## src/design/sstf_pkg.sv

```systemverilog
// ----------------------------------------------------------------------------
// SSTF scheduler package
// Shared types, codes and helper functions of the chained file scheduler.
// ----------------------------------------------------------------------------
package sstf_pkg;

    localparam int DEF_BLOCKS       = 1024;
    localparam int DEF_MAX_REQUESTS = 32;
    localparam int BLK_W            = 10;
    localparam int NB_W             = 11;
    localparam int SEEK_W           = 32;
    localparam int EXT_W            = 15;

    typedef enum logic [1:0] {
        CMD_LOAD    = 2'd0,
        CMD_ADD     = 2'd1,
        CMD_STEP    = 2'd2,
        CMD_RESTART = 2'd3
    } cmd_t;

    typedef enum logic [1:0] {
        STAT_OK      = 2'd0,
        STAT_MISSING = 2'd1,
        STAT_NONE    = 2'd2,
        STAT_FULL    = 2'd3
    } status_t;

    typedef enum logic [2:0] {
        ST_IDLE,
        ST_EXEC,
        ST_WAVE,
        ST_READ,
        ST_EMIT
    } state_t;

    typedef enum logic {
        OP_INSERT,
        OP_SEARCH
    } wave_op_t;

    typedef struct packed {
        logic             live;
        wave_op_t         op;
        logic [BLK_W-1:0] blk;
        logic             found;
        logic [BLK_W-1:0] best_d;
        logic [BLK_W-1:0] best_blk;
    } token_t;

    typedef struct packed {
        logic             valid;
        logic             end_mark;
        logic [BLK_W-1:0] next;
    } tbl_entry_t;

    function automatic logic [BLK_W-1:0] blk_dist(input logic [BLK_W-1:0] a,
                                                  input logic [BLK_W-1:0] b);
        blk_dist = (a >= b) ? (a - b) : (b - a);
    endfunction

endpackage

```

## src/design/sstf_req_cell.sv

```systemverilog
// ----------------------------------------------------------------------------
// SSTF request cell
// One slot of the request store. A token passes through every cycle; an
// insert token is taken by the first empty slot, a search token keeps the
// nearest pending block seen so far.
// ----------------------------------------------------------------------------
module sstf_req_cell #(
    parameter int MAX_REQUESTS = sstf_pkg::DEF_MAX_REQUESTS,
    parameter int CELL_IDX     = 0,
    localparam int IW          = $clog2(MAX_REQUESTS)
) (
    input  logic                        clk,
    input  logic                        rst_n,
    input  logic [sstf_pkg::BLK_W-1:0]  head,
    input  sstf_pkg::token_t            tok_in,
    input  logic [IW-1:0]               idx_in,
    output sstf_pkg::token_t            tok_out,
    output logic [IW-1:0]               idx_out,
    input  logic                        rm_en,
    input  logic [IW-1:0]               rm_idx
);
    import sstf_pkg::*;

    logic             valid_reg;
    logic [BLK_W-1:0] blk_reg;
    token_t           tok_reg;
    token_t           tok_next;
    logic [IW-1:0]    idx_reg;
    logic [IW-1:0]    idx_next;
    logic [BLK_W-1:0] d;
    logic             take_search;
    logic             take_insert;

    always_comb
    begin
        d = blk_dist(head, blk_reg);
        take_search = tok_in.live && (tok_in.op == OP_SEARCH) && valid_reg &&
                      (!tok_in.found || (d < tok_in.best_d) ||
                       ((d == tok_in.best_d) && (blk_reg < tok_in.best_blk)));
        take_insert = tok_in.live && (tok_in.op == OP_INSERT) && !tok_in.found &&
                      !valid_reg;
        tok_next = tok_in;
        idx_next = idx_in;
        if (take_search)
        begin
            tok_next.found    = 1'b1;
            tok_next.best_d   = d;
            tok_next.best_blk = blk_reg;
            idx_next          = IW'(CELL_IDX);
        end
        if (take_insert)
        begin
            tok_next.found = 1'b1;
        end
    end

    always_ff @(posedge clk or negedge rst_n)
    begin
        if (!rst_n)
        begin
            valid_reg <= 1'b0;
            tok_reg   <= '0;
        end
        else
        begin
            tok_reg <= tok_next;
            if (take_insert)
            begin
                valid_reg <= 1'b1;
            end
            else if (rm_en && (rm_idx == IW'(CELL_IDX)))
            begin
                valid_reg <= 1'b0;
            end
        end
    end

    always_ff @(posedge clk)
    begin
        idx_reg <= idx_next;
        if (take_insert)
        begin
            blk_reg <= tok_in.blk;
        end
    end

    assign tok_out = tok_reg;
    assign idx_out = idx_reg;

`ifndef NO_ASSERTIONS
    a_no_insert_and_remove: assert property (@(posedge clk) disable iff (!rst_n)
        !(take_insert && rm_en && (rm_idx == IW'(CELL_IDX))))
        else $error("Slot filled and removed in the same cycle.");
`endif

endmodule

```

## config.mk

```make
export PLATFORM = sky130hd
export DESIGN_NAME = sstf_req_cell
export DESIGN_NICKNAME = d
export VERILOG_FILES = /design/src/design/sstf_pkg.sv /design/src/design/sstf_req_cell.sv
export SDC_FILE = /design/constraint.sdc
export NUM_CORES = 1
export LEC_CHECK = 0
export BUFFER_PORTS_ARGS = -buffer_cell sky130_fd_sc_hd__buf_4
export CORE_MARGIN = 2
export CORE_UTILIZATION = 51
export CTS_CLUSTER_SIZE = 10
export DETAILED_ROUTE_END_ITERATION = 10
export PLACE_DENSITY = 0.81
export SYNTH_ARGS = -nofsm -noshare
export SYNTH_HDL_FRONTEND = slang
export SYNTH_SLANG_ARGS = --single-unit
export TNS_END_PERCENT = 1
```

## constraint.sdc

```tcl
create_clock -name clk -period 5.7 [get_ports clk]
set_input_delay 1.14 -clock clk [delete_from_list [all_inputs] [get_ports clk]]
set_output_delay 1.14 -clock clk [all_outputs]
set_load 0.05 [all_outputs]
```

==> flow_metrics.tcl <==
set metrics [dict create \
    first_iter_violations 128 \
    cp-endpoint "tok_out[12]" \
    cp.arrival_ns 5.27 \
    internal_power_mw 0.647 \
    n_fill_cell 451 \
    cts_sinks 49 \
    fin_crit_sh_pct 89.1 \
    area.growth.synth_to_final_pct 29.9 \
    n_antenna_cell 0 \
    ir_drop_mv 0.208 \
    cp-end-kind "register" \
    slew_viol_final 0 \
    grt_max_degree 35 \
    io_pins 94 \
    fp.dieH_um 79.6 \
    clockPowerShare_pct 25.3 \
    outcome "completed" \
    syn_inst 264 \
    drive_gt1_share_pct 33.5 \
    rsz0062_at_grt "no" \
    first_pass_iters 4 \
    cts_resized 0 \
    power_density_nw_per_um2 257 \
    combPwrFrac_pct 33.6 \
    worstPathRequired_ns 5.90 \
    cts_setup_buffers 0 \
    start_kind "input port" \
    grtUsageTotal_pct 20.8 \
    largest_reg_flops 33 \
    max-clock-path-buffers 2 \
    dieArea_um2 6330 \
    ys_warn_count 0 \
    fin_worst_skew_ns 0.00571 \
    power_mw 0.974 \
    num_rows 27 \
    switching_share_pct 33.6 \
    dp_cells 425 \
    clkLatencyLatePin_ns 0.30 \
    drt-vias-per-instance 5.20 \
    synth.avg_cell_area_um2 11.0 \
    dp_hpwl_um 4960 \
    p_leak_nw 2.00 \
    hold_class "register to register" \
    drc_errors 0 \
    syn_nets 360 \
    worstSetupPathType "input port to register" \
    synthDistinctLibCells 42 \
    fmax_mhz 197 \
    drt.antenna.violating_nets 0 \
    regToRegStartpoint "blk_reg[0]" \
    portBuffers 93 \
    maxCapViolCount 0 \
    path_max_fanout 25 \
    antenna_found_initial 0 \
    final_core_util_pct 68.7 \
    cts_tree "yes" \
    ys_seq_area_share_pct 43.0 \
    synth_area_um2 2910 \
    finalSetupTns_ns 0 \
    grt_pass1_wl_um 10200 \
    max_slew_margin_pct 26.6 \
    mostFrequentLayoutCell "buf_4" \
    htreeDepth 2 \
    cts_buffers 5 \
    gr-total-overflow 0 \
    core_area_um2 5510 \
    clk_pin_slew_ns 0.09 \
    fin_crit_ns 5.08 \
    hold_viol_final 0 \
    die_w_um 79.6 \
    initial_core_util_pct 52.9 \
    reg2reg_slack_ns 1.18 \
    setup_viol 0 \
    avgRoutedWirePerCell_um 14.5 \
    power.switching_mw 0.327 \
    grt_pass1_vias 2259 \
    holdBufCountCts 0 \
    wl_um 6270 \
    critPathLaunch "head[0]" \
    final_nets 456 \
    worstMarginPinSlew_ns 1.10 \
    most-common-layout-cells "buf_4 (95), inv_1 (42), ha_1 (38)" \
    routabilityCongestion 0.878 \
    reg2reg_to "tok_out[12]" \
    root_buffer "clkbuf_8" \
    ys_ff_latch 49 \
    seq_power_share_pct 41.1 \
    finalHoldWorstSlack_ns 0.602 \
    vias 2252 \
    r2r.worst_path.cells 17 \
    instances_no_fill 433 \
]
## routing by layer
| layer | track usage (%) | wire, µm |
|---|---|---|
| met5 | 0 | 0 |
| met1 | 26.9 | 2740 |
| met3 | 4.52 | 416 |
| met4 | 6.55 | 96 |
| met2 | 34.9 | 3020 |
## Yosys cell counts (all sizes together)
cell type | n | area share (%)
a211oi | 6 | 2.0
a21boi | 1 | 0.26
a21o | 14 | 3.7
a21oi | 17 | 2.9
a221o | 1 | 0.34
a221oi | 2 | 0.60
a31o | 2 | 0.60
a31oi | 1 | 0.21
and2 | 6 | 1.3
and3 | 2 | 0.43
and4 | 1 | 0.30
buf | 5 | 1.5
clkbuf | 1 | 0.13
dfrtp | 34 | 29
dfxtp | 5 | 3.4
edfxtp | 10 | 10
fa | 2 | 1.4
ha | 38 | 16
inv | 42 | 5.4
mux2 | 12 | 4.6
mux2i | 17 | 5.8
nand2 | 9 | 1.2
nand2b | 1 | 0.21
nand3 | 3 | 0.52
nand3b | 1 | 0.26
nand4 | 3 | 0.64
nor2 | 3 | 0.39
nor2b | 2 | 0.43
nor4 | 3 | 0.86
nor4b | 1 | 0.30
o2111ai | 1 | 0.30
o21ai | 10 | 1.7
o31ai | 1 | 0.26
xnor2 | 3 | 0.90
xor2 | 4 | 1.2
## worst min-delay path by stage
stage | start | endpoint | slack [ns] | cells past startpoint
2_1_floorplan | valid_reg | valid_reg | 0.52 | 1
3_3_place_gp | valid_reg | valid_reg | 0.56 | 1
3_5_place_dp | valid_reg | valid_reg | 0.59 | 1
4_1_cts | valid_reg | valid_reg | 0.61 | 1
5_1_grt | valid_reg | valid_reg | 0.64 | 1
6_report | valid_reg | valid_reg | 0.60 | 1
## power by group through the flow
stage	clock, mW	combinational [mW]	sequential [mW]
after floorplan	0	0.134	0.494
after global placement	0	0.325	0.407
after detailed placement	0	0.328	0.408
after CTS	0.254	0.330	0.401
after global routing	0.265	0.357	0.403
final	0.246	0.327	0.401
## kinds of logic after synthesis
| group | synth area share (%) |
|---|---|
| multiplexers | 10.5 |
| AND/OR/NAND/NOR | 6.83 |
| XOR/XNOR | 2.10 |
| AO/OA/AOI/OAI | 12.9 |
| buffers and inverters | 7.04 |
| adder cells (fa/ha/maj) | 17.7 |
| flip-flops | 43.0 |
## through the flow
stage          setup slack [ns]  area [µm²]
2_1_floorplan             0.784        2910
3_3_place_gp              0.357        3670
3_5_place_dp              0.268        3670
4_1_cts                   0.594        3780
5_1_grt                   0.333        3780
6_report                  0.623        3780
## final cells by class
type                       count  area (µm²)  share of cell area (%)
tap                           72        90.1                    2.38
multi-input combinational    167        1460                    38.6
clock inverter                 3        41.3                    1.09
clock buffer                   5        68.8                    1.82
timing repair buffer          95         713                    18.8
sequential                    49        1250                    33.1
inverter                      42         158                    4.17
## worst max-delay path, stage by stage
cell,delay (ns)
buf_4,0.11
inv_1,0.05
ha_1,0.14
inv_1,0.07
fa_1,0.39
a21o_2,0.21
a221o_1,0.36
a211oi_4,0.37
buf_4,0.22
a211oi_1,0.05
a21oi_1,0.15
xor2_1,0.20
ha_1,0.27
a21o_1,0.16
a21o_1,0.17
a211oi_1,0.23
o21ai_0,0.11
a31o_2,0.47
mux2_1,0.39
No activity file was read; power rests on OpenSTA's default activity.
